--- src/hw/rtl/ddd_pkg.sv ---
`default_nettype none

package ddd_pkg;

    localparam int unsigned YEAR_W   = 14;
    localparam int unsigned MONTH_W  = 4;
    localparam int unsigned DAY_W    = 5;
    localparam int unsigned HOUR_W   = 5;
    localparam int unsigned MIN_W    = 6;
    localparam int unsigned SEC_W    = 6;
    localparam int unsigned STATUS_W = 2;
    localparam int unsigned DIFF_W   = 22;
    localparam int unsigned CFG_IDX_W  = 2;
    localparam int unsigned CFG_DATA_W = 14;

    localparam logic [YEAR_W-1:0]  YEAR_MAX   = 14'd9999;
    localparam logic [HOUR_W-1:0]  HOUR_MAX   = 5'd23;
    localparam logic [MIN_W-1:0]   MINSEC_MAX = 6'd59;
    localparam logic [DIFF_W-1:0]  DIFF_MAX   = 22'd3652058;

    localparam logic [YEAR_W-1:0]  REF_YEAR_RST  = 14'd2000;
    localparam logic [MONTH_W-1:0] REF_MONTH_RST = 4'd1;
    localparam logic [DAY_W-1:0]   REF_DAY_RST   = 5'd1;

    localparam logic [STATUS_W-1:0] STATUS_OK       = 2'd0;
    localparam logic [STATUS_W-1:0] STATUS_DATE_ERR = 2'd1;
    localparam logic [STATUS_W-1:0] STATUS_TIME_ERR = 2'd2;

    localparam logic [CFG_IDX_W-1:0] REG_REF_YEAR  = 2'd0;
    localparam logic [CFG_IDX_W-1:0] REG_REF_MONTH = 2'd1;
    localparam logic [CFG_IDX_W-1:0] REG_REF_DAY   = 2'd2;

    // floor(p / 100) = (p * RECIP_100) >> RECIP_SHIFT for p below 2**14
    localparam logic [12:0] RECIP_100   = 13'd5243;
    localparam int unsigned RECIP_SHIFT = 19;
    localparam logic [8:0]  DAYS_YEAR   = 9'd365;
    localparam logic [6:0]  HUNDRED     = 7'd100;

    function automatic logic [DAY_W-1:0] f_month_len(input logic [MONTH_W-1:0] m,
                                                     input logic leap);
        logic [DAY_W-1:0] n;
        begin
            case (m)
                4'd1, 4'd3, 4'd5, 4'd7, 4'd8, 4'd10, 4'd12: n = 5'd31;
                4'd4, 4'd6, 4'd9, 4'd11:                     n = 5'd30;
                4'd2:                                        n = leap ? 5'd29 : 5'd28;
                default:                                     n = 5'd0;
            endcase
            return n;
        end
    endfunction

    function automatic logic [8:0] f_days_before(input logic [MONTH_W-1:0] m);
        logic [8:0] n;
        begin
            case (m)
                4'd1:    n = 9'd0;
                4'd2:    n = 9'd31;
                4'd3:    n = 9'd59;
                4'd4:    n = 9'd90;
                4'd5:    n = 9'd120;
                4'd6:    n = 9'd151;
                4'd7:    n = 9'd181;
                4'd8:    n = 9'd212;
                4'd9:    n = 9'd243;
                4'd10:   n = 9'd273;
                4'd11:   n = 9'd304;
                4'd12:   n = 9'd334;
                default: n = 9'd0;
            endcase
            return n;
        end
    endfunction

endpackage

`default_nettype wire

--- src/hw/rtl/date_day_difference_top.sv ---
// Date day difference: absolute day count between each input date and a
// programmed reference date, proleptic Gregorian calendar.
//
// Input channel: i_valid / o_stall with year, month, day, hour, minute and
// second fields. Output channel: o_valid / i_stall with status (ok, date
// error, time error) and the day difference, 0 unless status is ok.
// Configuration: i_cfg_valid / o_cfg_ready with register index and data;
// index 0 year, 1 month, 2 day of the reference date. Ready is always high.
// Write the reference only with no word in flight.
//
// o_valid rises once an accepted word has passed through all the register stages;
// one word per cycle is sustained while i_stall stays low. Four register stages:
// the 365 and reciprocal-of-100 products, the century and leap terms, the
// month offset and range checks, and the final subtract and compare. Item and
// reference run through twin lanes.
// Reset empties the pipeline and loads the reference 2000-01-01. While the
// receiver stalls, o_valid and the result hold; empty stages keep filling,
// and o_stall rises only once all four stages hold words.
`default_nettype none

module date_day_difference_top (
    input  wire                               i_clk,
    input  wire                               i_rst_n,
    input  wire                               i_valid,
    output logic                              o_stall,
    input  wire  [ddd_pkg::YEAR_W-1:0]        i_year_in,
    input  wire  [ddd_pkg::MONTH_W-1:0]       i_month_in,
    input  wire  [ddd_pkg::DAY_W-1:0]         i_day_in,
    input  wire  [ddd_pkg::HOUR_W-1:0]        i_hour_in,
    input  wire  [ddd_pkg::MIN_W-1:0]         i_minute_in,
    input  wire  [ddd_pkg::SEC_W-1:0]         i_second_in,
    output logic                              o_valid,
    input  wire                               i_stall,
    output logic [ddd_pkg::STATUS_W-1:0]      o_status,
    output logic [ddd_pkg::DIFF_W-1:0]        o_day_diff,
    input  wire                               i_cfg_valid,
    output logic                              o_cfg_ready,
    input  wire  [ddd_pkg::CFG_IDX_W-1:0]     i_cfg_index,
    input  wire  [ddd_pkg::CFG_DATA_W-1:0]    i_cfg_data
);

    localparam int unsigned LANES = 2;

    logic [ddd_pkg::YEAR_W-1:0]  r_ref_year;
    logic [ddd_pkg::MONTH_W-1:0] r_ref_month;
    logic [ddd_pkg::DAY_W-1:0]   r_ref_day;

    logic [ddd_pkg::YEAR_W-1:0]  lane_year  [LANES];
    logic [ddd_pkg::MONTH_W-1:0] lane_month [LANES];
    logic [ddd_pkg::DAY_W-1:0]   lane_day   [LANES];

    logic r_v1, r_v2, r_v3, r_v4;
    logic rdy1, rdy2, rdy3, rdy4;

    // stage 1
    logic [13:0]                  n_p1      [LANES];
    logic [21:0]                  n_prod365 [LANES];
    logic [26:0]                  n_prod100 [LANES];
    logic                         n_yok1    [LANES];
    logic [13:0]                  r_p1      [LANES];
    logic [21:0]                  r_prod365 [LANES];
    logic [26:0]                  r_prod100 [LANES];
    logic                         r_yok1    [LANES];
    logic [ddd_pkg::MONTH_W-1:0]  r_m1      [LANES];
    logic [ddd_pkg::DAY_W-1:0]    r_d1      [LANES];
    logic                         n_tok1;
    logic                         r_tok1;

    // stage 2
    logic [7:0]                   n_qp2  [LANES];
    logic [13:0]                  n_rp2  [LANES];
    logic                         n_leap2 [LANES];
    logic [21:0]                  n_n2   [LANES];
    logic                         r_leap2 [LANES];
    logic [21:0]                  r_n2   [LANES];
    logic                         r_yok2 [LANES];
    logic [ddd_pkg::MONTH_W-1:0]  r_m2   [LANES];
    logic [ddd_pkg::DAY_W-1:0]    r_d2   [LANES];
    logic                         r_tok2;

    // stage 3
    logic [ddd_pkg::DAY_W-1:0]    n_dim3 [LANES];
    logic                         n_ok3  [LANES];
    logic [21:0]                  n_n3   [LANES];
    logic                         r_ok3  [LANES];
    logic [21:0]                  r_n3   [LANES];
    logic                         r_tok3;

    // stage 4
    logic [ddd_pkg::STATUS_W-1:0] n_status;
    logic [ddd_pkg::DIFF_W-1:0]   n_diff;
    logic [ddd_pkg::STATUS_W-1:0] r_status;
    logic [ddd_pkg::DIFF_W-1:0]   r_diff;

    assign rdy4 = !r_v4 || !i_stall;
    assign rdy3 = !r_v3 || rdy4;
    assign rdy2 = !r_v2 || rdy3;
    assign rdy1 = !r_v1 || rdy2;

    assign o_stall     = !rdy1;
    assign o_valid     = r_v4;
    assign o_status    = r_status;
    assign o_day_diff  = r_diff;
    assign o_cfg_ready = 1'b1;

    assign lane_year[0]  = i_year_in;
    assign lane_month[0] = i_month_in;
    assign lane_day[0]   = i_day_in;
    assign lane_year[1]  = r_ref_year;
    assign lane_month[1] = r_ref_month;
    assign lane_day[1]   = r_ref_day;

    always_ff @(posedge i_clk) begin
        if (!i_rst_n) begin
            r_ref_year  <= ddd_pkg::REF_YEAR_RST;
            r_ref_month <= ddd_pkg::REF_MONTH_RST;
            r_ref_day   <= ddd_pkg::REF_DAY_RST;
        end else if (i_cfg_valid && o_cfg_ready) begin
            case (i_cfg_index)
                ddd_pkg::REG_REF_YEAR:  r_ref_year  <= i_cfg_data;
                ddd_pkg::REG_REF_MONTH: r_ref_month <= i_cfg_data[ddd_pkg::MONTH_W-1:0];
                ddd_pkg::REG_REF_DAY:   r_ref_day   <= i_cfg_data[ddd_pkg::DAY_W-1:0];
                default: ;
            endcase
        end
    end

    always_ff @(posedge i_clk) begin
        if (!i_rst_n) begin
            r_v1 <= 1'b0;
            r_v2 <= 1'b0;
            r_v3 <= 1'b0;
            r_v4 <= 1'b0;
        end else begin
            if (rdy1) r_v1 <= i_valid;
            if (rdy2) r_v2 <= r_v1;
            if (rdy3) r_v3 <= r_v2;
            if (rdy4) r_v4 <= r_v3;
        end
    end

    always_comb begin
        for (int k = 0; k < LANES; k++) begin
            n_p1[k]      = lane_year[k] - 14'd1;
            n_prod365[k] = 22'(n_p1[k]) * 22'(ddd_pkg::DAYS_YEAR);
            n_prod100[k] = 27'(n_p1[k]) * 27'(ddd_pkg::RECIP_100);
            n_yok1[k]    = (lane_year[k] != 14'd0) && (lane_year[k] <= ddd_pkg::YEAR_MAX);
        end
        n_tok1 = (i_hour_in <= ddd_pkg::HOUR_MAX) && (i_minute_in <= ddd_pkg::MINSEC_MAX)
              && (i_second_in <= ddd_pkg::MINSEC_MAX);
    end

    always_comb begin
        for (int k = 0; k < LANES; k++) begin
            n_qp2[k]   = r_prod100[k][ddd_pkg::RECIP_SHIFT +: 8];
            n_rp2[k]   = r_p1[k] - (14'(n_qp2[k]) * 14'(ddd_pkg::HUNDRED));
            // year = p + 1: leap when p % 4 == 3, unless p % 100 == 99 and p % 400 != 399
            n_leap2[k] = (r_p1[k][1:0] == 2'b11)
                      && ((n_rp2[k] != 14'd99) || (n_qp2[k][1:0] == 2'b11));
            n_n2[k]    = r_prod365[k] + 22'(r_p1[k][13:2]) - 22'(n_qp2[k])
                       + 22'(n_qp2[k][7:2]);
        end
    end

    always_comb begin
        for (int k = 0; k < LANES; k++) begin
            n_dim3[k] = ddd_pkg::f_month_len(r_m2[k], r_leap2[k]);
            n_ok3[k]  = r_yok2[k] && (r_d2[k] != 5'd0) && (r_d2[k] <= n_dim3[k]);
            n_n3[k]   = r_n2[k] + 22'(ddd_pkg::f_days_before(r_m2[k]))
                      + 22'(r_leap2[k] && (r_m2[k] > 4'd2)) + 22'(r_d2[k]);
        end
    end

    always_comb begin
        n_status = ddd_pkg::STATUS_OK;
        n_diff   = (r_n3[0] > r_n3[1]) ? (r_n3[0] - r_n3[1]) : (r_n3[1] - r_n3[0]);
        if (!r_ok3[0] || !r_ok3[1]) begin
            n_status = ddd_pkg::STATUS_DATE_ERR;
            n_diff   = '0;
        end else if (!r_tok3) begin
            n_status = ddd_pkg::STATUS_TIME_ERR;
            n_diff   = '0;
        end
    end

    always_ff @(posedge i_clk) begin
        if (rdy1) begin
            for (int k = 0; k < LANES; k++) begin
                r_p1[k]      <= n_p1[k];
                r_prod365[k] <= n_prod365[k];
                r_prod100[k] <= n_prod100[k];
                r_yok1[k]    <= n_yok1[k];
                r_m1[k]      <= lane_month[k];
                r_d1[k]      <= lane_day[k];
            end
            r_tok1 <= n_tok1;
        end
        if (rdy2) begin
            for (int k = 0; k < LANES; k++) begin
                r_leap2[k] <= n_leap2[k];
                r_n2[k]    <= n_n2[k];
                r_yok2[k]  <= r_yok1[k];
                r_m2[k]    <= r_m1[k];
                r_d2[k]    <= r_d1[k];
            end
            r_tok2 <= r_tok1;
        end
        if (rdy3) begin
            for (int k = 0; k < LANES; k++) begin
                r_ok3[k] <= n_ok3[k];
                r_n3[k]  <= n_n3[k];
            end
            r_tok3 <= r_tok2;
        end
        if (rdy4) begin
            r_status <= n_status;
            r_diff   <= n_diff;
        end
    end

endmodule

`default_nettype wire

--- config.mk ---
export PLATFORM = sky130hd
export DESIGN_NAME = date_day_difference_top
export DESIGN_NICKNAME = d
export VERILOG_FILES = /design/src/hw/rtl/ddd_pkg.sv /design/src/hw/rtl/date_day_difference_top.sv
export SDC_FILE = /design/constraint.sdc
export NUM_CORES = 1
export LEC_CHECK = 0
export BUFFER_PORTS_ARGS = -buffer_cell sky130_fd_sc_hd__buf_2
export CORE_MARGIN = 2
export CORE_UTILIZATION = 65
export CTS_BUF_LIST = sky130_fd_sc_hd__clkbuf_16
export DETAILED_ROUTE_END_ITERATION = 10
export GPL_TIMING_DRIVEN = 0
export PLACE_DENSITY_LB_ADDON = 0.05
export SYNTH_ARGS = -nofsm -noshare
export SYNTH_HDL_FRONTEND = slang
export SYNTH_SLANG_ARGS = --single-unit
--- constraint.sdc ---
create_clock -name i_clk -period 10.4 [get_ports i_clk]
set_input_delay 2.08 -clock i_clk [delete_from_list [all_inputs] [get_ports i_clk]]
set_output_delay 2.08 -clock i_clk [all_outputs]
set_load 0.01 [all_outputs]
==> results of run 1 <==
## metrics by stage
step | hold slack, ns | worst slack (ns) | util [%] | area [µm²]
final | 0.4096 | 1.232 | 70.00 | 31560
after global routing | 0.4211 | 0.8034 | 70.00 | 31560
after CTS | 0.4098 | 1.185 | 70.00 | 31560
after detailed placement | 0.4045 | 0.6520 | 68.04 | 30680
after global placement | 0.4026 | 0.8548 | 67.89 | 30610
after floorplan | 0.4003 | 2.030 | - | 29470
## worst reg2reg max path: stages (launching register included)
cell	delay, ns
dfxtp_1	0.30
clkbuf_1	0.31
inv_1	0.11
ha_1	0.19
a21boi_0	0.30
nand2b_1	0.18
nand2b_1	0.20
or3_1	0.34
xnor2_1	1.02
inv_1	0.30
fa_1	0.61
inv_1	0.09
fa_1	0.47
fa_1	0.52
inv_1	0.07
fa_1	0.55
inv_1	0.04
ha_1	0.30
o211ai_1	0.12
nor2_1	0.06
a41oi_1	0.34
a31oi_1	0.23
o211ai_1	0.31
a21oi_1	0.13
or3_1	0.41
a21oi_1	0.21
xnor2_1	0.13
## synth_stat cells (all sizes together) (6+ instances only)
| cell | instances | share of area (%) |
|---|---|---|
| nand2 | 103 | 1.3 |
| or2 | 6 | 0.13 |
| ha | 515 | 22 |
| inv | 696 | 8.9 |
| o21a | 29 | 0.74 |
| nor4 | 7 | 0.15 |
| a211oi | 13 | 0.35 |
| nand3b | 7 | 0.18 |
| o41ai | 8 | 0.37 |
| fa | 248 | 17 |
| or3 | 20 | 0.44 |
| mux2 | 8 | 0.33 |
| o211ai | 12 | 0.32 |
| nand3 | 47 | 0.80 |
| and3 | 19 | 0.42 |
| a21oi | 136 | 2.4 |
| dfxtp | 27 | 1.8 |
| nand2b | 27 | 0.57 |
| and2 | 10 | 0.21 |
| buf | 16 | 0.40 |
| a31oi | 21 | 0.45 |
| o21ai | 67 | 1.1 |
| edfxtp | 243 | 25 |
| nand4 | 14 | 0.30 |
| xnor2 | 141 | 4.2 |
| nor2 | 141 | 1.8 |
| o21bai | 22 | 0.56 |
| xor2 | 66 | 2.0 |
| o31ai | 8 | 0.22 |
| a21o | 41 | 1.0 |
| clkbuf | 16 | 0.20 |
| a21boi | 16 | 0.41 |
| mux2i | 24 | 0.86 |
| nor2b | 42 | 0.89 |
| nor3 | 46 | 0.80 |
| o31a | 6 | 0.18 |
## logic make-up after synthesis
| group | share of synthesized area [%] |
|---|---|
| buffers and inverters | 9.472 |
| other | 0.01272 |
| DFF | 26.59 |
| adders and majority gates | 38.71 |
| and+or+nand+nor | 8.198 |
| xor gates and xnor gates | 6.177 |
| AOI/OAI and AO/OA | 9.570 |
| muxes | 1.265 |
## worst paths after layout
path | to | from
max | r_prod100[0][26] | i_year_in[2]
min | r_d2[0][4] | r_d1[0][4]
max reg2reg | r_prod100[0][53] | r_ref_year[2]
min reg2reg | r_d2[0][4] | r_d1[0][4]
## cell type report
type,count,area (µm²),area share (%)
Multi-Input combinational cell,1923,18860,59.76
Sequential cell,270,7838,24.83
Inverter,696,2613,8.278
Clock buffer,30,750.7,2.379
Tap cell,600,750.7,2.379
Timing Repair Buffer,80,437.9,1.388
Buffer,32,178.9,0.5669
Clock inverter,20,130.1,0.4123
## layer usage
| metal | wire length (µm) | part of all wire (%) |
|---|---|---|
| met2 | 29930 | 50 |
| met3 | 1871 | 3.1 |
| met5 | 0 | 0 |
| met4 | 941 | 1.6 |
| met1 | 26940 | 45 |
## flip-flops by register name, summed over array words and instances (netlist names), 4 cells and up
name         flops
r_ref_day        5
r_ref_month      4
r_prod365       44
r_n2            44
r_prod100       16
o_day_diff      22
r_d1            10
r_p1            24
r_m2             8
r_m1             8
r_d2            10
r_n3            44
r_ref_year      14
==> flow_summary.json, run 1 <==
{
  "ys_ff_latch": 270,
  "drt-total-wl_mm": 59.69,
  "tightestPinTransition_ns": 1.331,
  "cp_top_family": "adder cells",
  "timing.max_cap.violations": 0,
  "syn-cell-area_mm2": 0.02947,
  "ant_nets": 0,
  "wl_per_cell_um": 16.35,
  "synth_ff_type": "edfxtp_1",
  "num_rows": 78,
  "die_area_mm2": 0.04706,
  "reg2reg_setup_slack_ns": 2.28,
  "worstPathRequired_ns": 10.70,
  "fin_skew_ns": 0.02545,
  "grt_setup_unrepaired": "false",
  "overflow": 0,
  "dieWidth_um": 216.9,
  "clock-sinks": 270,
  "fin_nets": 3855,
  "portBuffers": 78,
  "gp_congestion": 0.9371,
  "relSlewSlack_pct": 10.60,
  "globalRouteMet3Util_pct": 2.082,
  "synthesis.instances": 2921,
  "grt_pass1_vias": 20723,
  "critPathBufInv": 7,
  "cts-root-buf": "clkbuf_16",
  "final_common_cell": "inv_1",
  "tritoncts": "built",
  "async_flop_share_pct": 0,
  "cts.hold.buffers_added": 0,
  "nFillCells": 3527,
  "synth.avg_cell_area_um2": 10.09,
  "grt-busiest-layer": "met2",
  "hpwl_mm": 50.84,
  "post_drt_via_cell_ratio": 5.423,
  "via_count": 19799,
  "maxSlewViolCount": 0,
  "synth_fp_nets": 3745,
  "fin_crit_sh_pct": 88.15,
  "whs_path_depth": 0,
  "setup_tns_ns": 0,
  "cts_buffers": 28,
  "cpMostUsedCell": "inv_1",
  "max-clock-path-buffers": 3,
  "core_mm2": 0.04509,
  "cts-htree-levels": 1,
  "cts_setup_buffers": 0,
  "report.final.hold_viol_count": 0,
  "die_h_um": 216.9,
  "period_needed_ns": 9.168,
  "yosysWarnings": 0,
  "final_cell_mix": "701 x inv_1, 515 x ha_1, 248 x fa_1, 243 x edfxtp_1, 141 x nor2_1",
  "remaining_drc_errors": 0,
  "crit_type": "in -> reg",
  "areaGrowthSynthToFinish_pct": 7.090,
  "drtPass1Iterations": 6,
  "grt_pass1_wl_mm": 101.1,
  "crit_slowest_cell": "o31ai_1",
  "cpPeakStageDelay_ns": 0.78,
  "holdCritPathClass": "reg -> reg",
  "clock_latency_ns": 0.57,
  "endpoint_kind": "flop",
  "place_inst": 3601,
  "startpoint_type": "input pin",
  "status": "finished, final reports clean",
  "fin_cells": 3651,
  "synth_edf_count": 243,
  "reg2regPathDepth": 26,
  "met1_usage_pct": 35.42,
  "drtIter0Drc": 940,
  "fmax_mhz": 109.1,
  "post_cts_resized": 0,
  "boundaryPins": 88,
  "critPathMaxFanout": 5,
  "synth-seq-area-share_pct": 26.59,
  "cts.clk_slew.worst_paths_ns": 0.06,
  "synth_cell_types": 84,
  "num_antenna_cells": 0,
  "path_depth": 27,
  "grtUsageTotal_pct": 26.54,
  "cp_data_arrival_time_ns": 9.47,
  "antenna_found_initial": 1,
  "setup_viol": 0,
  "grt_start_max_net_pins": 68,
  "drive_gt1_share_pct": 5.867,
  "initial_core_util_pct": 65.36,
  "use_met2_pct": 47.68
}
Power of run 1 is left out: the tool's default activity adds up to more than one toggle a clock period on the data nets, which glitch-free logic cannot reach.
==> inputs of run 2 (changes only) <==
--- a/config.mk
+++ b/config.mk
@@ -8,5 +8,5 @@
 export BUFFER_PORTS_ARGS = -buffer_cell sky130_fd_sc_hd__buf_2
 export CORE_MARGIN = 2
-export CORE_UTILIZATION = 65
+export CORE_UTILIZATION = 59
 export CTS_BUF_LIST = sky130_fd_sc_hd__clkbuf_16
 export DETAILED_ROUTE_END_ITERATION = 10
==> constraint.sdc (replaced) <==
create_clock -name i_clk -period 7.3 [get_ports i_clk]
set_input_delay 0.73 -clock i_clk [delete_from_list [all_inputs] [get_ports i_clk]]
set_output_delay 0.73 -clock i_clk [all_outputs]
set_load 0.01 [all_outputs]
==> run 2 against run 1 <==
Effect of this change: core utilization shrank 4.7 points; largest cell class unchanged; global-route usage shrank 2.2 points; critical endpoint is now r_prod100[0][53]; routed wire length grew 0.78%; final area grew 1.7%; first-iteration DRC count grew 8.5%; worst hold slack lost 0.065 ns; sequential cell count is the same.
==> flow_summary.json, run 2 (synthesis gave the netlist of run 1 again) <==
{
  "cts.clk_slew.worst_paths_ns": 0.07,
  "endpoint_kind": "flop",
  "report.final.hold_viol_count": 0,
  "post_drt_via_cell_ratio": 5.302,
  "via_count": 19788,
  "placed_area_mm2": 0.03077,
  "clock_latency_ns": 0.58,
  "grt_start_max_net_pins": 68,
  "worstPathRequired_ns": 7.61,
  "drt-total-wl_mm": 60.15,
  "drive_gt1_share_pct": 7.757,
  "reg2regPathDepth": 24,
  "timing.max_cap.violations": 0,
  "fin_cells": 3732,
  "overflow": 0,
  "max-clock-path-buffers": 3,
  "wl_per_cell_um": 16.12,
  "clock-sinks": 270,
  "fin_skew_ns": 0.03271,
  "die_area_mm2": 0.05175,
  "drtIter0Drc": 1020,
  "startpoint_type": "flop",
  "initial_core_util_pct": 59.96,
  "die_h_um": 227.5,
  "relSlewSlack_pct": 27.43,
  "core_mm2": 0.04915,
  "whs_path_depth": 1,
  "pre_cts_ws_ns": -1.014,
  "num_antenna_cells": 0,
  "maxSlewViolCount": 0,
  "fin_crit_sh_pct": 96.75,
  "cp_data_arrival_time_ns": 7.37,
  "grt_pass1_vias": 20377,
  "status": "finished, final reports clean",
  "place_inst": 3666,
  "tightestPinTransition_ns": 1.086,
  "grt_pass1_wl_mm": 100.5,
  "fin_nets": 3868,
  "cts-htree-levels": 1,
  "crit_type": "reg -> reg",
  "gp_congestion": 0.9168,
  "worstReg2RegEnd": "r_prod100[0][53]",
  "grt_setup_unrepaired": "true",
  "reg_top3": "r_n2 x44, r_n3 x44, r_prod365 x44",
  "drt-met1-wl_mm": 27.87,
  "grtUsageTotal_pct": 24.37,
  "reg2reg_from": "r_ref_year[4]",
  "cts-root-buf": "clkbuf_16",
  "fmax_mhz": 141.6,
  "cts_buffers": 30,
  "reg2reg_setup_slack_ns": 0.24,
  "hold-worst-slack_ns": 0.3441,
  "areaGrowthSynthToFinish_pct": 8.945,
  "holdCritPathClass": "in -> reg",
  "dr_wl_met3_mm": 2.229,
  "wl_met2_mm": 28.59,
  "cts.hold.buffers_added": 0,
  "portBuffers": 78,
  "drtPass1Iterations": 7,
  "top_layer": "met4",
  "antenna_found_initial": 0,
  "remaining_drc_errors": 0,
  "min_from": "i_month_in[1]",
  "ant_nets": 0,
  "setup_viol": 0,
  "critPathMaxFanout": 6,
  "dieWidth_um": 227.5,
  "tritoncts": "built",
  "final_common_cell": "inv_1",
  "hpwl_mm": 50.72,
  "num_rows": 81,
  "holdPathEnd": "r_m1[0][1]",
  "final_cell_mix": "693 x inv_1, 510 x ha_1, 248 x fa_1, 243 x edfxtp_1, 141 x nor2_1",
  "worst_slack_ns": 0.2373,
  "period_needed_ns": 7.063,
  "final_cell_area_mm2": 0.03211,
  "boundaryPins": 88
}
run 2: worst max path at each step:
stage	startpoint	end	cells after the start
after floorplan	i_year_in[1]	r_prod100[0][25]	27
after global placement	r_ref_year[2]	r_prod100[0][53]	26
after detailed placement	i_year_in[1]	r_prod100[0][25]	25
after CTS	i_year_in[0]	r_prod100[0][25]	27
after global routing	r_ref_year[4]	r_prod100[0][53]	24
final	r_ref_year[4]	r_prod100[0][53]	24
run 2: routing by layer:
metal | GRT usage [%] | vias to the layer above
met1 | 33.54 | 9444
met4 | 6.409 | 0
met3 | 2.104 | 80
li1 | - | 9897
met2 | 41.60 | 367
met5 | 0 | -
run 2: area by class of cell:
type                            count  area, µm²
Multi-Input combinational cell   1923      19150
Inverter                          696       2616
Clock inverter                     26      207.7
Clock buffer                       30      750.7
Fill cell                        3974      17050
Timing Repair Buffer               92      531.8
Sequential cell                   270       7840
Buffer                             31      175.2
Tap cell                          664      830.8
run 2: repair_timing:
action / 4_1_cts / 5_1_grt
setup endpoints to repair: 9 / 7
gates resized for setup: 22 / 30
pin swaps: 1 / 6
setup buffers: 1 / 10
run 2: critical path: stages (launching register included):
cell and delay, ns:
dfxtp_1 0.39, or4_4 0.60, nor4_4 0.35, nand3b_1 0.24, xnor2_4 0.37, buf_4 0.17
ha_1 0.29, inv_1 0.10, fa_1 0.44, inv_1 0.16, fa_1 0.45, fa_1 0.49
inv_1 0.05, fa_1 0.53, inv_1 0.04, ha_1 0.31, o211ai_1 0.12, nor3_1 0.09
a41oi_2 0.27, a31oi_2 0.18, o211ai_1 0.32, a21oi_2 0.11, or3_4 0.41, a21oi_2 0.17
xnor2_1 0.12
run 2: stage by stage:
step | util (%) | setup TNS (ns)
6_report | 65.32 | 0
5_1_grt | 65.32 | -0.08631
4_1_cts | 64.87 | 0
3_5_place_dp | 62.59 | -6.214
3_3_place_gp | 62.44 | -6.105
2_1_floorplan | - | 0
Power of run 2 is left out for the same reason.
==> inputs of run 3 (changes only) <==
Settings changed: SETUP_SLACK_MARGIN from default to 0.4.
==> run 3 against run 2 <==
Effect of this change: die area did not move; non-clock buffer count is 34 higher; clock skew down 0.0079 ns; maximum frequency up 4.8%; sequential share of layout area fell by 0.44 points; core utilization is 1.2 points higher; setup slack better by 0.32 ns; critical path depth unchanged; first-iteration DRC count grew 13%; routed wire length grew 1.4%.
==> flow_summary.json, run 3 (synthesis gave the netlist of run 1 again) <==
{
  "clock_latency_ns": 0.59,
  "hpwl_mm": 50.59,
  "max-clock-path-buffers": 3,
  "min_from": "i_month_in[3]",
  "clock-sinks": 270,
  "cts_buffers": 29,
  "antenna_found_initial": 0,
  "dieWidth_um": 227.5,
  "grt_pass1_vias": 20086,
  "placed_area_mm2": 0.03078,
  "worstPathCellList": "or4_4 > nor4_4 > nand2b_4 > or3_4 > xnor2_4 > buf_12 > buf_6 > fa_1 > ha_4 > fa_1 > inv_1 > fa_1 > fa_1 > inv_2 > ha_4 > a21o_1 > a21oi_4 > a21bo_2 > a31oi_4 > o211ai_1 > a21oi_2 > or3_4 > a21oi_4 > xnor2_2",
  "maxSlewViolCount": 0,
  "cts-root-buf": "clkbuf_16",
  "reg_top3": "r_n2 x44, r_n3 x44, r_prod365 x44",
  "critPathBufInv": 4,
  "remaining_drc_errors": 0,
  "crit_type": "reg -> reg",
  "holdPathEnd": "r_m1[0][3]",
  "overflow": 0,
  "boundaryPins": 88,
  "cp_data_arrival_time_ns": 7.07,
  "core_mm2": 0.04915,
  "cts.hold.buffers_added": 0,
  "post_drt_via_cell_ratio": 5.282,
  "worstReg2RegEnd": "r_prod100[0][53]",
  "path_depth": 24,
  "reg2reg_setup_slack_ns": 0.56,
  "reg2reg_from": "r_ref_year[4]",
  "grtUsageTotal_pct": 24.33,
  "period_needed_ns": 6.738,
  "wl_per_cell_um": 16.20,
  "final_cell_area_mm2": 0.03271,
  "startpoint_type": "flop",
  "nFillCells": 3914,
  "initial_core_util_pct": 59.96,
  "grt_pass1_wl_mm": 100.0,
  "cpPeakStageDelay_ns": 0.57,
  "drt-total-wl_mm": 60.99,
  "drtIter0Drc": 1157,
  "drive_gt1_share_pct": 9.871,
  "setup_viol": 0,
  "status": "finished, final reports clean",
  "crit_slowest_cell": "or4_4",
  "whs_path_depth": 1,
  "portBuffers": 78,
  "tritoncts": "built",
  "cpMostUsedCell": "fa_1",
  "via_count": 19880,
  "holdCritPathClass": "in -> reg",
  "report.final.hold_viol_count": 0,
  "cts-htree-levels": 1,
  "cts.clk_slew.worst_paths_ns": 0.06,
  "endpoint_kind": "flop",
  "num_antenna_cells": 0,
  "drtPass1Iterations": 5,
  "grt_setup_unrepaired": "false",
  "worstPathRequired_ns": 7.63,
  "grt_start_max_net_pins": 68,
  "final_cell_mix": "687 x inv_1, 502 x ha_1, 248 x fa_1, 243 x edfxtp_1, 140 x nor2_1",
  "ant_nets": 0,
  "timing.max_cap.violations": 0,
  "fmax_mhz": 148.4,
  "fin_crit_sh_pct": 92.30,
  "die_area_mm2": 0.05175,
  "fin_skew_ns": 0.02485,
  "areaGrowthSynthToFinish_pct": 10.99,
  "multiInputGateArea_mm2": 0.01945,
  "critPathMaxFanout": 5,
  "reg2regPathDepth": 24,
  "seq_area_mm2": 0.007843,
  "die_h_um": 227.5,
  "gp_congestion": 0.9116,
  "fin_nets": 3901,
  "num_rows": 81,
  "relSlewSlack_pct": 28.10,
  "final_common_cell": "inv_1",
  "tightestPinTransition_ns": 1.076,
  "cp_top_family": "adder cells"
}
-- run 3: cell count changes in the layout (fill, tap and decap cells not counted), moves of 4 or more --
| cell | change |
|---|---|
| xnor2_1 | -4 |
| ha_4 | +8 |
| clkinv_4 | +4 |
| xor2_2 | +4 |
| ha_1 | -8 |
| inv_2 | +5 |
| xor2_1 | -4 |
| buf_4 | +29 |
| inv_1 | -6 |
-- run 3: worst max path at each step --
stage / start / endpoint / slack (ns)
floorplan: i_year_in[1] / r_prod100[0][25] / 0.41
global placement: r_ref_year[2] / r_prod100[0][53] / -0.79
detailed placement: r_ref_year[2] / r_prod100[0][53] / -0.86
CTS: r_ref_year[2] / r_prod100[0][51] / 0.28
global route: r_ref_year[2] / r_prod100[0][51] / 0.33
finish: r_ref_year[4] / r_prod100[0][53] / 0.56
-- run 3: through the flow --
| stage | instances | setup slack [ns] | setup TNS (ns) | utilization (%) | hold WS, ns |
|---|---|---|---|---|---|
| 6_report | 3764 | 0.5622 | 0 | 66.55 | 0.3385 |
| 5_1_grt | 3764 | 0.3297 | 0 | 66.55 | 0.3100 |
| 4_1_cts | 3735 | 0.2757 | 0 | 65.36 | 0.3073 |
| 3_5_place_dp | 3665 | -0.8641 | -6.184 | 62.62 | 0.4045 |
| 3_3_place_gp | 3663 | -0.7906 | -5.135 | 62.49 | 0.4004 |
| 2_1_floorplan | 2921 | 0.4083 | 0 | - | 0.4003 |
-- run 3: area by class of cell --
cell class                      count  area share [%]
Tap cell                          664           2.540
Clock buffer                       29           2.219
Sequential cell                   270           23.98
Buffer                             32          0.5508
Multi-Input combinational cell   1923           59.47
Inverter                          696           8.010
Timing Repair Buffer              125           2.509
Clock inverter                     25          0.7306
-- run 3: repair_timing --
item                       in CTS  in global routing
setup buffers                  16                 29
hold endpoints to repair        0                  0
gates resized for setup        39                 63
pin swaps                       8                 33
setup endpoints to repair      16                 13
gates cloned                    0                  0
-- run 3: layer usage --
metal / part of all wire (%) / global-route usage (%) / vias to the layer above
met3: 3.2 / 1.936 / 80
met5: 0 / 0 / -
met1: 47 / 33.59 / 9516
met2: 48 / 41.64 / 324
met4: 2.3 / 6.156 / 0
li1: - / - / 9960
Power of run 3 is left out for the same reason.
